### src/rth_pkg.sv
// Shared widths, constants and types for the RGB to HSV converter.
`default_nettype none
package rth_pkg;
  localparam int COMP_W = 16;
  localparam int MAG_W = 19;
  localparam int NUM_W = 2 * COMP_W;
  localparam int QUEUE_DEPTH = 4;
  localparam logic [COMP_W-1:0] HUE_FULL_TURN = 16'd46080;

  typedef struct packed {
    logic              gray;
    logic [COMP_W-1:0] mx;
    logic [COMP_W-1:0] delta;
    logic              hneg;
    logic [MAG_W-1:0]  hmag;
  } rth_class_t;
endpackage
`default_nettype wire

### src/rth_rgb_if.sv
// Pixel input channel: valid/ready with red, green and blue components.
`default_nettype none
interface rth_rgb_if;
  logic                       valid;
  logic                       ready;
  logic [rth_pkg::COMP_W-1:0] red;
  logic [rth_pkg::COMP_W-1:0] green;
  logic [rth_pkg::COMP_W-1:0] blue;

  modport source(output valid, output red, output green, output blue, input ready);
  modport sink(input valid, input red, input green, input blue, output ready);
endinterface
`default_nettype wire

### src/rth_hsv_if.sv
// Result channel: valid/ready with hue, saturation and brightness.
`default_nettype none
interface rth_hsv_if;
  logic                       valid;
  logic                       ready;
  logic [rth_pkg::COMP_W-1:0] hue;
  logic [rth_pkg::COMP_W-1:0] saturation;
  logic [rth_pkg::COMP_W-1:0] brightness;

  modport source(output valid, output hue, output saturation, output brightness, input ready);
  modport sink(input valid, input hue, input saturation, input brightness, output ready);
endinterface
`default_nettype wire

### src/rth_front.sv
// Front stage: max/min search, sector selection and signed hue numerator.
`default_nettype none
module rth_front (
  input  wire logic                       clk,
  input  wire logic                       rst,
  input  wire logic                       in_valid,
  output logic                            in_ready,
  input  wire logic [rth_pkg::COMP_W-1:0] red,
  input  wire logic [rth_pkg::COMP_W-1:0] green,
  input  wire logic [rth_pkg::COMP_W-1:0] blue,
  output logic                            out_valid,
  input  wire logic                       out_ready,
  output rth_pkg::rth_class_t             out_item
);
  localparam int W = rth_pkg::COMP_W;
  localparam int MW = rth_pkg::MAG_W;

  logic                 valid;
  rth_pkg::rth_class_t  item;
  rth_pkg::rth_class_t  item_next;
  logic [W-1:0]         mx;
  logic [W-1:0]         mn;
  logic [W-1:0]         delta;
  logic signed [MW:0]   diff;
  logic signed [MW:0]   offset;
  logic signed [MW:0]   num;

  always_comb begin
    mx = red;
    if (green > mx) mx = green;
    if (blue > mx) mx = blue;
    mn = red;
    if (green < mn) mn = green;
    if (blue < mn) mn = blue;
    delta = mx - mn;

    if (red >= mx) begin
      diff   = $signed({{(MW+1-W){1'b0}}, green}) - $signed({{(MW+1-W){1'b0}}, blue});
      offset = '0;
    end else if (green >= mx) begin
      diff   = $signed({{(MW+1-W){1'b0}}, blue}) - $signed({{(MW+1-W){1'b0}}, red});
      offset = $signed({{(MW-W){1'b0}}, delta, 1'b0});
    end else begin
      diff   = $signed({{(MW+1-W){1'b0}}, red}) - $signed({{(MW+1-W){1'b0}}, green});
      offset = $signed({{(MW-W-1){1'b0}}, delta, 2'b00});
    end
    num = offset + diff;

    item_next.gray  = (delta == '0);
    item_next.mx    = mx;
    item_next.delta = delta;
    item_next.hneg  = num[MW];
    item_next.hmag  = num[MW] ? MW'(-num) : num[MW-1:0];
  end

  assign in_ready  = !valid || out_ready;
  assign out_valid = valid;
  assign out_item  = item;

  always_ff @(posedge clk) begin
    if (rst) begin
      valid <= 1'b0;
    end else if (in_ready) begin
      valid <= in_valid;
    end
  end

  always_ff @(posedge clk) begin
    if (in_valid && in_ready) begin
      item <= item_next;
    end
  end
endmodule
`default_nettype wire

### src/rth_queue.sv
// Small FIFO between the classify stage and the divide pipeline.
`default_nettype none
module rth_queue #(
  parameter int Depth = rth_pkg::QUEUE_DEPTH
) (
  input  wire logic                 clk,
  input  wire logic                 rst,
  input  wire logic                 in_valid,
  output logic                      in_ready,
  input  wire rth_pkg::rth_class_t  in_item,
  output logic                      out_valid,
  input  wire logic                 out_ready,
  output rth_pkg::rth_class_t       out_item
);
  localparam int PtrW = (Depth > 1) ? $clog2(Depth) : 1;
  localparam int CntW = $clog2(Depth + 1);

  rth_pkg::rth_class_t mem [Depth];
  logic [PtrW-1:0]     wr_ptr;
  logic [PtrW-1:0]     rd_ptr;
  logic [CntW-1:0]     count;
  logic                push;
  logic                pop;

  assign in_ready  = (count != CntW'(Depth));
  assign out_valid = (count != '0);
  assign out_item  = mem[rd_ptr];
  assign push      = in_valid && in_ready;
  assign pop       = out_valid && out_ready;

  always_ff @(posedge clk) begin
    if (rst) begin
      wr_ptr <= '0;
      rd_ptr <= '0;
      count  <= '0;
    end else begin
      if (push) begin
        wr_ptr <= (wr_ptr == PtrW'(Depth - 1)) ? '0 : wr_ptr + 1'b1;
      end
      if (pop) begin
        rd_ptr <= (rd_ptr == PtrW'(Depth - 1)) ? '0 : rd_ptr + 1'b1;
      end
      if (push && !pop) begin
        count <= count + 1'b1;
      end else if (pop && !push) begin
        count <= count - 1'b1;
      end
    end
  end

  always_ff @(posedge clk) begin
    if (push) begin
      mem[wr_ptr] <= in_item;
    end
  end
endmodule
`default_nettype wire

### src/rth_divider.sv
// Pipelined restoring divider, one quotient bit per stage, quotient known to fit 16 bits.
`default_nettype none
module rth_divider (
  input  wire logic                       clk,
  input  wire logic                       en,
  input  wire logic [rth_pkg::NUM_W-1:0]  dividend,
  input  wire logic [rth_pkg::COMP_W-1:0] divisor,
  output logic [rth_pkg::COMP_W-1:0]      quotient,
  output logic [rth_pkg::COMP_W-1:0]      remainder
);
  localparam int W = rth_pkg::COMP_W;

  logic [W-1:0] rem_r [W];
  logic [W-1:0] lo_r  [W];
  logic [W-1:0] quo_r [W];
  logic [W-1:0] div_r [W];

  for (genvar i = 0; i < W; i++) begin : g_step
    logic [W-1:0] rem_in;
    logic [W-1:0] lo_in;
    logic [W-1:0] quo_in;
    logic [W-1:0] div_in;
    logic [W:0]   trial;
    logic         fits;

    if (i == 0) begin : g_first
      assign rem_in = dividend[2*W-1:W];
      assign lo_in  = dividend[W-1:0];
      assign quo_in = '0;
      assign div_in = divisor;
    end else begin : g_next
      assign rem_in = rem_r[i-1];
      assign lo_in  = lo_r[i-1];
      assign quo_in = quo_r[i-1];
      assign div_in = div_r[i-1];
    end

    assign trial = {rem_in, lo_in[W-1]};
    assign fits  = (trial >= {1'b0, div_in});

    always_ff @(posedge clk) begin
      if (en) begin
        rem_r[i] <= fits ? W'(trial - {1'b0, div_in}) : trial[W-1:0];
        lo_r[i]  <= {lo_in[W-2:0], 1'b0};
        quo_r[i] <= {quo_in[W-2:0], fits};
        div_r[i] <= div_in;
      end
    end
  end

  assign quotient  = quo_r[W-1];
  assign remainder = rem_r[W-1];
endmodule
`default_nettype wire

### src/rth_back.sv
// Back end: dividend prep, saturation and hue dividers, hue wrap and output register.
`default_nettype none
module rth_back (
  input  wire logic                       clk,
  input  wire logic                       rst,
  input  wire logic                       in_valid,
  output logic                            in_ready,
  input  wire rth_pkg::rth_class_t        in_item,
  output logic                            out_valid,
  input  wire logic                       out_ready,
  output logic [rth_pkg::COMP_W-1:0]      hue,
  output logic [rth_pkg::COMP_W-1:0]      saturation,
  output logic [rth_pkg::COMP_W-1:0]      brightness
);
  localparam int W = rth_pkg::COMP_W;
  localparam int NW = rth_pkg::NUM_W;
  localparam int Stages = rth_pkg::COMP_W;

  logic          en;
  logic          p_valid;
  logic          p_gray;
  logic          p_hneg;
  logic [W-1:0]  p_mx;
  logic [W-1:0]  p_delta;
  logic [NW-1:0] p_sat_num;
  logic [NW-1:0] p_hue_num;

  logic          v_line    [Stages];
  logic          gray_line [Stages];
  logic          hneg_line [Stages];
  logic [W-1:0]  mx_line   [Stages];

  logic [W-1:0]  sat_q;
  logic [W-1:0]  sat_r;
  logic [W-1:0]  hue_q;
  logic [W-1:0]  hue_r;
  logic [W-1:0]  hue_next;

  assign en       = !out_valid || out_ready;
  assign in_ready = en;

  always_ff @(posedge clk) begin
    if (rst) begin
      p_valid <= 1'b0;
      for (int i = 0; i < Stages; i++) begin
        v_line[i] <= 1'b0;
      end
      out_valid <= 1'b0;
    end else if (en) begin
      p_valid   <= in_valid;
      v_line[0] <= p_valid;
      for (int i = 1; i < Stages; i++) begin
        v_line[i] <= v_line[i-1];
      end
      out_valid <= v_line[Stages-1];
    end
  end

  always_ff @(posedge clk) begin
    if (en) begin
      p_gray    <= in_item.gray;
      p_hneg    <= in_item.hneg;
      p_mx      <= in_item.mx;
      p_delta   <= in_item.delta;
      p_sat_num <= {in_item.delta, {W{1'b0}}} - NW'(in_item.delta);
      p_hue_num <= (NW'(in_item.hmag) << 13) - (NW'(in_item.hmag) << 9);
      gray_line[0] <= p_gray;
      hneg_line[0] <= p_hneg;
      mx_line[0]   <= p_mx;
      for (int i = 1; i < Stages; i++) begin
        gray_line[i] <= gray_line[i-1];
        hneg_line[i] <= hneg_line[i-1];
        mx_line[i]   <= mx_line[i-1];
      end
      hue        <= gray_line[Stages-1] ? '0 : hue_next;
      saturation <= gray_line[Stages-1] ? '0 : sat_q;
      brightness <= mx_line[Stages-1];
    end
  end

  rth_divider u_sat_div (
    .clk       (clk),
    .en        (en),
    .dividend  (p_sat_num),
    .divisor   (p_mx),
    .quotient  (sat_q),
    .remainder (sat_r)
  );

  rth_divider u_hue_div (
    .clk       (clk),
    .en        (en),
    .dividend  (p_hue_num),
    .divisor   (p_delta),
    .quotient  (hue_q),
    .remainder (hue_r)
  );

  always_comb begin
    if (hneg_line[Stages-1]) begin
      hue_next = rth_pkg::HUE_FULL_TURN - hue_q - W'(hue_r != '0);
    end else begin
      hue_next = hue_q;
    end
  end
endmodule
`default_nettype wire

### src/rgb_to_hsv_converter_top.sv
// RGB to HSV converter top level.
// Path: front register, queue entry, dividend prep register, divider stages, output register.
// Throughput: one pixel per cycle unless output stalls, via 16-stage sat and hue dividers.
// A 4-entry queue decouples the classify stage from the divide pipeline.
// Reset: synchronous, clears all valid flags and queue pointers; data registers are not reset.
`default_nettype none
module rgb_to_hsv_converter_top #(
  parameter int QueueDepth = rth_pkg::QUEUE_DEPTH
) (
  input  wire logic  clk,
  input  wire logic  rst,
  rth_rgb_if.sink    rgb,
  rth_hsv_if.source  hsv
);
  logic                f_valid;
  logic                f_ready;
  rth_pkg::rth_class_t f_item;
  logic                q_valid;
  logic                q_ready;
  rth_pkg::rth_class_t q_item;

  rth_front u_front (
    .clk       (clk),
    .rst       (rst),
    .in_valid  (rgb.valid),
    .in_ready  (rgb.ready),
    .red       (rgb.red),
    .green     (rgb.green),
    .blue      (rgb.blue),
    .out_valid (f_valid),
    .out_ready (f_ready),
    .out_item  (f_item)
  );

  rth_queue #(
    .Depth (QueueDepth)
  ) u_queue (
    .clk       (clk),
    .rst       (rst),
    .in_valid  (f_valid),
    .in_ready  (f_ready),
    .in_item   (f_item),
    .out_valid (q_valid),
    .out_ready (q_ready),
    .out_item  (q_item)
  );

  rth_back u_back (
    .clk        (clk),
    .rst        (rst),
    .in_valid   (q_valid),
    .in_ready   (q_ready),
    .in_item    (q_item),
    .out_valid  (hsv.valid),
    .out_ready  (hsv.ready),
    .hue        (hsv.hue),
    .saturation (hsv.saturation),
    .brightness (hsv.brightness)
  );
endmodule
`default_nettype wire
### src/flat_wrapper.sv
// flat-port wrapper written by rule: the top's interface ports become plain ports
module rgb_to_hsv_converter_top_flat 
#(
  parameter int QueueDepth = rth_pkg::QUEUE_DEPTH
)
  (clk, rst, rgb_valid, rgb_red, rgb_green, rgb_blue, rgb_ready, hsv_valid, hsv_hue, hsv_saturation, hsv_brightness, hsv_ready);
  rth_rgb_if rgb_i ();
  rth_hsv_if hsv_i ();
  input  wire logic clk;
  input  wire logic rst;
  input wire logic [$bits(rgb_i.valid)-1:0] rgb_valid;
  input wire logic [$bits(rgb_i.red)-1:0] rgb_red;
  input wire logic [$bits(rgb_i.green)-1:0] rgb_green;
  input wire logic [$bits(rgb_i.blue)-1:0] rgb_blue;
  output wire logic [$bits(rgb_i.ready)-1:0] rgb_ready;
  output wire logic [$bits(hsv_i.valid)-1:0] hsv_valid;
  output wire logic [$bits(hsv_i.hue)-1:0] hsv_hue;
  output wire logic [$bits(hsv_i.saturation)-1:0] hsv_saturation;
  output wire logic [$bits(hsv_i.brightness)-1:0] hsv_brightness;
  input wire logic [$bits(hsv_i.ready)-1:0] hsv_ready;
  assign rgb_i.valid = rgb_valid;
  assign rgb_i.red = rgb_red;
  assign rgb_i.green = rgb_green;
  assign rgb_i.blue = rgb_blue;
  assign rgb_ready = rgb_i.ready;
  assign hsv_valid = hsv_i.valid;
  assign hsv_hue = hsv_i.hue;
  assign hsv_saturation = hsv_i.saturation;
  assign hsv_brightness = hsv_i.brightness;
  assign hsv_i.ready = hsv_ready;
  rgb_to_hsv_converter_top #(.QueueDepth(QueueDepth)) u_core (.clk(clk), .rst(rst), .rgb(rgb_i), .hsv(hsv_i));
endmodule
### config.mk
export PLATFORM = sky130hd
export DESIGN_NAME = rgb_to_hsv_converter_top_flat
export DESIGN_NICKNAME = d
export VERILOG_FILES = /design/src/rth_pkg.sv /design/src/rth_rgb_if.sv /design/src/rth_hsv_if.sv /design/src/rth_front.sv /design/src/rth_queue.sv /design/src/rth_divider.sv /design/src/rth_back.sv /design/src/rgb_to_hsv_converter_top.sv /design/src/flat_wrapper.sv
export SDC_FILE = /design/constraint.sdc
export NUM_CORES = 2
export LEC_CHECK = 0
export ABC_CLOCK_PERIOD_IN_PS = 37000
export BUFFER_PORTS_ARGS = -buffer_cell sky130_fd_sc_hd__buf_2
export CAP_MARGIN = 0
export CORE_UTILIZATION = 55
export DETAILED_ROUTE_END_ITERATION = 12
export GPL_TIMING_DRIVEN = 0
export HOLD_SLACK_MARGIN = 0.06
export PLACE_DENSITY_LB_ADDON = 0.08
export SLEW_MARGIN = 25
export SYNTH_ARGS = -nofsm -noshare
export SYNTH_HDL_FRONTEND = slang
export SYNTH_SLANG_ARGS = --single-unit
### constraint.sdc
create_clock -name clk -period 37 [get_ports clk]
set_input_delay 0 -clock clk [delete_from_list [all_inputs] [get_ports clk]]
set_output_delay 0 -clock clk [all_outputs]
set_load 0.01 [all_outputs]
# == Word-level counts from Yosys, hierarchy flattened ==
# Memory sizes are Yosys's and may differ from the RTL's. A register that Yosys moved wholly into a read port is not among the register bits.
# Index checks and enable logic that the tools add are counted.
# word_totals
inputBits,52
n_memories,13
elab_cells,220
register_bits,176
ram_bits,2532
# classes
reduce_logical,15
n_mux,72
n_bitwise,16
add_sub_neg,46
n_eq_ne,3
n_lt_le_gt_ge,38
# mem_list
memory,words,width,read_ports,rd_ports_with_merged_regs,write_ports,line_no,text
u_core.u_back.mx_line,16,16,16,1,16,rth_back.sv:31,logic [W-1:0] mx_line [Stages];
u_core.u_back.u_hue_div.div_r,16,16,15,0,16,rth_divider.sv:16,logic [W-1:0] div_r [W];
u_core.u_back.u_hue_div.quo_r,16,16,16,0,16,rth_divider.sv:15,logic [W-1:0] quo_r [W];
u_core.u_back.u_hue_div.rem_r,16,16,16,0,16,rth_divider.sv:13,logic [W-1:0] rem_r [W];
u_core.u_back.u_sat_div.div_r,16,16,15,0,16,rth_divider.sv:16,
u_core.u_back.u_sat_div.quo_r,16,16,16,1,16,rth_divider.sv:15,
7 more memories,--,--,--,--,--,--,
# op_table
operator,count
16-bit two-way mux,37
17-bit by 16-bit >= comparator with 1-bit output,32
16-bit subtractor,33
16-bit by 16-bit subtractor with 17-bit output,3
20-bit two-way mux,2
18-bit two-way mux,2
16-bit >= comparator,2
16-bit > comparator,2
16-bit less-than comparator,2
32-bit by 16-bit subtractor with 32-bit output,1
32-bit by 28-bit subtractor with 32-bit output,1
1-bit two-way mux,24
19-bit by 20-bit adder with 20-bit output,1
19-bit two-way mux,1
19-bit negator,1
16-bit zero test,1
1-bit bitwise OR,16
16-bit nonzero test,1
16-bit by 1-bit subtractor with 16-bit output,1
"16-bit subtractor, first input constant",1
2-bit two-way mux,4
3-bit two-way mux,2
1-bit logical AND,5
"2-bit by 1-bit adder with 2-bit output, second input constant",2
other kinds (8),13

# == Logic depth before layout (Yosys ltp) ==
# depth
word_depth,10
depth_mapped,52

# == Cells and area by module ==
# A second synthesis with hierarchy kept.
# hier_totals
hier_cells,8264
hier_area_um2,108784.3
# modules_own_cells
module,area_per_inst_um2,cells_each,instances
rth_divider (u_core.u_back.u_hue_div),38534.5,3049,1
rth_divider (u_core.u_back.u_sat_div),37507.2,2948,1
rth_back,16022.9,868,1
rth_front,8609.5,1074,1
rth_queue,8110.3,325,1

# == Worst setup path before layout ==
# OpenSTA, ideal clock, no wires.
# synth_timing
kind,flip-flop to flip-flop
start,"reg u_core.u_back.out_valid, read port of u_core.u_back.v_line"
end,reg u_core.u_queue.count[2]
stages_incl_launch_ff,7
path_buffers,0
t_required_ns,36.929
path_slack_ns,-1.567
arrival_time_ns,38.496
path_cell_list,dfxtp_1 nor2b_1 inv_1 o31ai_1 ha_1 or3_1 a21oi_1
# synth_between
elab_chain_cells,6
elab_cells_between_ends,8
# synth_rtl
item,line_no,text
from (decl),rth_back.sv:9,"output logic out_valid,"
1-bit zero test *,rth_back.sv:39,assign en = !out_valid || out_ready;
1-bit logical OR *,rth_back.sv:39,
1-bit logical AND *,rth_queue.sv:29,assign pop = out_valid && out_ready;
1-bit zero test,rth_queue.sv:43,if (push && !pop) begin
1-bit logical AND,rth_queue.sv:43,
3-bit two-way mux / 2-bit nonzero test (equally long branches),--,
to (signal assigned),rth_queue.sv:44,count <= count + 1'b1;
to (signal assigned),rth_queue.sv:46,count <= count - 1'b1;
to (decl),rth_queue.sv:21,logic [CntW-1:0] count;
# Every way passes the cells marked *; elsewhere a longest branch is shown, timed or not.
# A chain may end at the register's enable or synchronous reset.

==> reports/qor.txt <==
full die area -> 0.175 sq mm
# DRC -> 0
Hold Worst Slack -> 0.125 ns
post-DP HPWL -> 145000 microns
Final setup viols -> 0
Max FO, Critical Path -> 10
routed len/inst -> 18.3 microns
Primary FF master, synth -> edfxtp_1
clock slew at reported path FFs -> 0.06 ns
CTS tree -> done
fillcell total -> 13200
Max-Cap Viols -> 0
path type of the worst setup path -> in2reg
number of enable flip-flop cells after synthesis -> 1839
syn_area_per_cell -> 12.7 sq um
final setup skew -> 0.0435 ns
Slew @ Worst Pin -> 1.04 ns
Synth area leader -> edfxtp_1
global-route wire length before repair -> 302000 microns
Setup crit start kind -> input pin
Nets -> 8669
Slew HR -> 30.8%
CTS sink cnt -> 1851
core area -> 0.172 sq mm
cells on worst reg2reg path -> 16
CTS Root Cell -> clkbuf_16
DR iter-0 viols -> 3276
site row count -> 152
final period utilization -> 33.4%
vias in the first global route -> 58100
Post-Syn Area -> 0.0953 sq mm
TritonRoute pass-1 iters -> 5
Synth top cells by count -> edfxtp_1 (1839), inv_1 (860), ha_1 (690)
Die Ht -> 418 microns
HP Class -> in2reg
WP data arrival -> 12.97 ns
Pins Over Slew Limit -> 0
area of the multi-input gates -> 0.0362 sq mm
sequential element share of the synthesized area -> 58.2%
die width -> 418 microns
vias post-DR -> 57100
Post-Route WL -> 190000 microns
Mapped Cells -> 7496
FF+latch area -> 0.0555 sq mm
Yosys reg bits -> 1851
Worst Path Required -> 37.60 ns
overall routing resource usage -> 21.8%
I/O Pins -> 102
most common cell in the synthesized netlist -> edfxtp_1
number of port buffers -> 101
slowest CP cell -> buf_1
GPL Wtd Cong -> 0.913
initial core utilization -> 55.4%
PostCTS Resize Cnt -> 0
RSZ-0062 raised after global routing -> no
initial antenna violation count -> 1
synth top area cells -> edfxtp_1 (58%), ha_1 (9.1%), mux2_2 (5.0%)
Remaining Overflow, GRT -> 0
fmax -> 0.0809 GHz
Via density -> 5.51
Clock Path Buffers -> 3
Crit path largest cell delay -> 0.57 ns
Core Util, Final -> 62.1%
Routed Antenna Nets -> 0
synth unique cells -> 94
Clock Latency Late Sink -> 0.82 ns
asr flop ratio synth -> 0%
Setup TNS -> 0 ns
share of layout cells above drive strength 1 -> 12.4%
Yosys warnings -> 0
most frequent cell on the critical path -> o21ai_0
largest net degree at the start of global routing -> 42
critical path endpoint category -> register
Hold Vio Cnt, Final -> 0
status -> completed
Post-Syn Nets -> 8274
Area Overhead vs Synth -> 12.1%
hold path cells -> 3
post-synth top area share -> 58.0%
Num CTS Buffers -> 195
H-tree levels -> 4
fin crit period -> 12.36 ns
==> flip-flops by register name, indices dropped and copies added, names as in the netlist, 53 cells and up, named ones only <==
signal                         count
u_core.u_back.mx_line            241
u_core.u_back.u_hue_div.quo_r    136
u_core.u_back.u_hue_div.div_r    240
u_core.u_front.out_item           53
u_core.u_back.u_sat_div.lo_r     105
u_core.u_back.u_sat_div.rem_r    240
u_core.u_queue.mem               212
u_core.u_back.u_sat_div.quo_r    136
u_core.u_back.u_hue_div.rem_r    256
==> layout by cell type, fill, tap and decap left out, types with 51 or more instances in the layout <==
cell	n
nor2b_1	160
a21o_1	134
nand3_1	54
nand2b_1	73
inv_1	859
o21a_1	111
ha_1	690
xor2_1	120
nor2_1	569
nand4_1	136
clkbuf_16	199
a21oi_1	331
nor3_1	198
buf_2	110
mux4_2	51
nand2_1	352
mux2i_1	93
edfxtp_1	1839
mux2_2	420
o21ai_0	324
clkbuf_1	86
a21boi_0	136
xnor2_1	208
==> routing by layer <==
layer  GRT usage [%]  up-vias  wire, microns
li1                -    28400              -
met1            25.6    27400          77800
met2            40.1      960          98300
met3            2.81      368           5920
met4            8.89        0           7470
met5               0        -              0
==> kinds of logic after synthesis <==
| family | count (synthesis) | share of synthesized area [%] |
|---|---|---|
| flip-flops | 1851 | 58.2 |
| buffers and inverters | 958 | 3.81 |
| adder cells (fa/ha/maj) | 727 | 9.83 |
| multiplexers | 565 | 7.17 |
| AO/OA/AOI/OAI | 1349 | 9.26 |
| AND/OR/NAND/NOR | 1715 | 8.66 |
| XOR/XNOR | 331 | 3.07 |
==> metrics by stage <==
stage | setup WS (ns) | cell area (sq um) | std cells
finish | 24.64 | 107000 | 10400
CTS | 24.75 | 107000 | 10400
global placement | 2.79 | 98700 | 9907
detailed placement | 23.75 | 100000 | 9967
floorplan | 11.39 | 95300 | 7496
global route | 23.63 | 107000 | 10400
==> path summary, 6_finish.rpt <==
path | slack, ns | endpoint | startpoint
setup reg to reg | 31.12 | u_core.u_back.p_hue_num[28]$_DFFE_PN_ | register
hold / removal | 0.12 | u_core.u_back.v_line[11]$_SDFFCE_PP0P_ | rst
setup / recovery | 24.64 | u_core.u_front.out_item[8]$_DFFE_PP_ | rgb_green[2]
hold reg to reg | 0.40 | u_core.u_back.u_sat_div.lo_r[0][114]$_DFFE_PN_ | u_core.u_back.u_sat_div.lo_r[0][98]$_DFFE_PN_
==> cell type report <==
class | count | share of cell area, %
Antenna cell | 1 | 0.00234
Clock inverter | 127 | 1.17
Multi-Input combinational cell | 4687 | 33.9
Clock buffer | 230 | 4.77
Inverter | 860 | 3.03
Tap cell | 2310 | 2.71
Buffer | 98 | 0.376
Timing Repair Buffer | 198 | 2.06
Sequential cell | 1851 | 51.9
==> worst max-delay path: cells and delay by family <==
family / cells / cell delay [ns]
compound gates: 25 / 5.76
mux: 1 / 0.23
buf+inv: 11 / 3.36
simple gates: 9 / 1.73
fa+ha+maj: 4 / 1.52
xor+xnor: 1 / 0.30
==> timing repair <==
action / 4_1_cts / 5_1_grt
buffers inserted: 0 / 0
setup endpoints to repair: 0 / 0
hold buffers: 37 / 0
hold endpoints to repair: 143 / 0
Power is not shown: default switching activity piles up to over one toggle a cycle in this logic, so the estimate is an artifact.
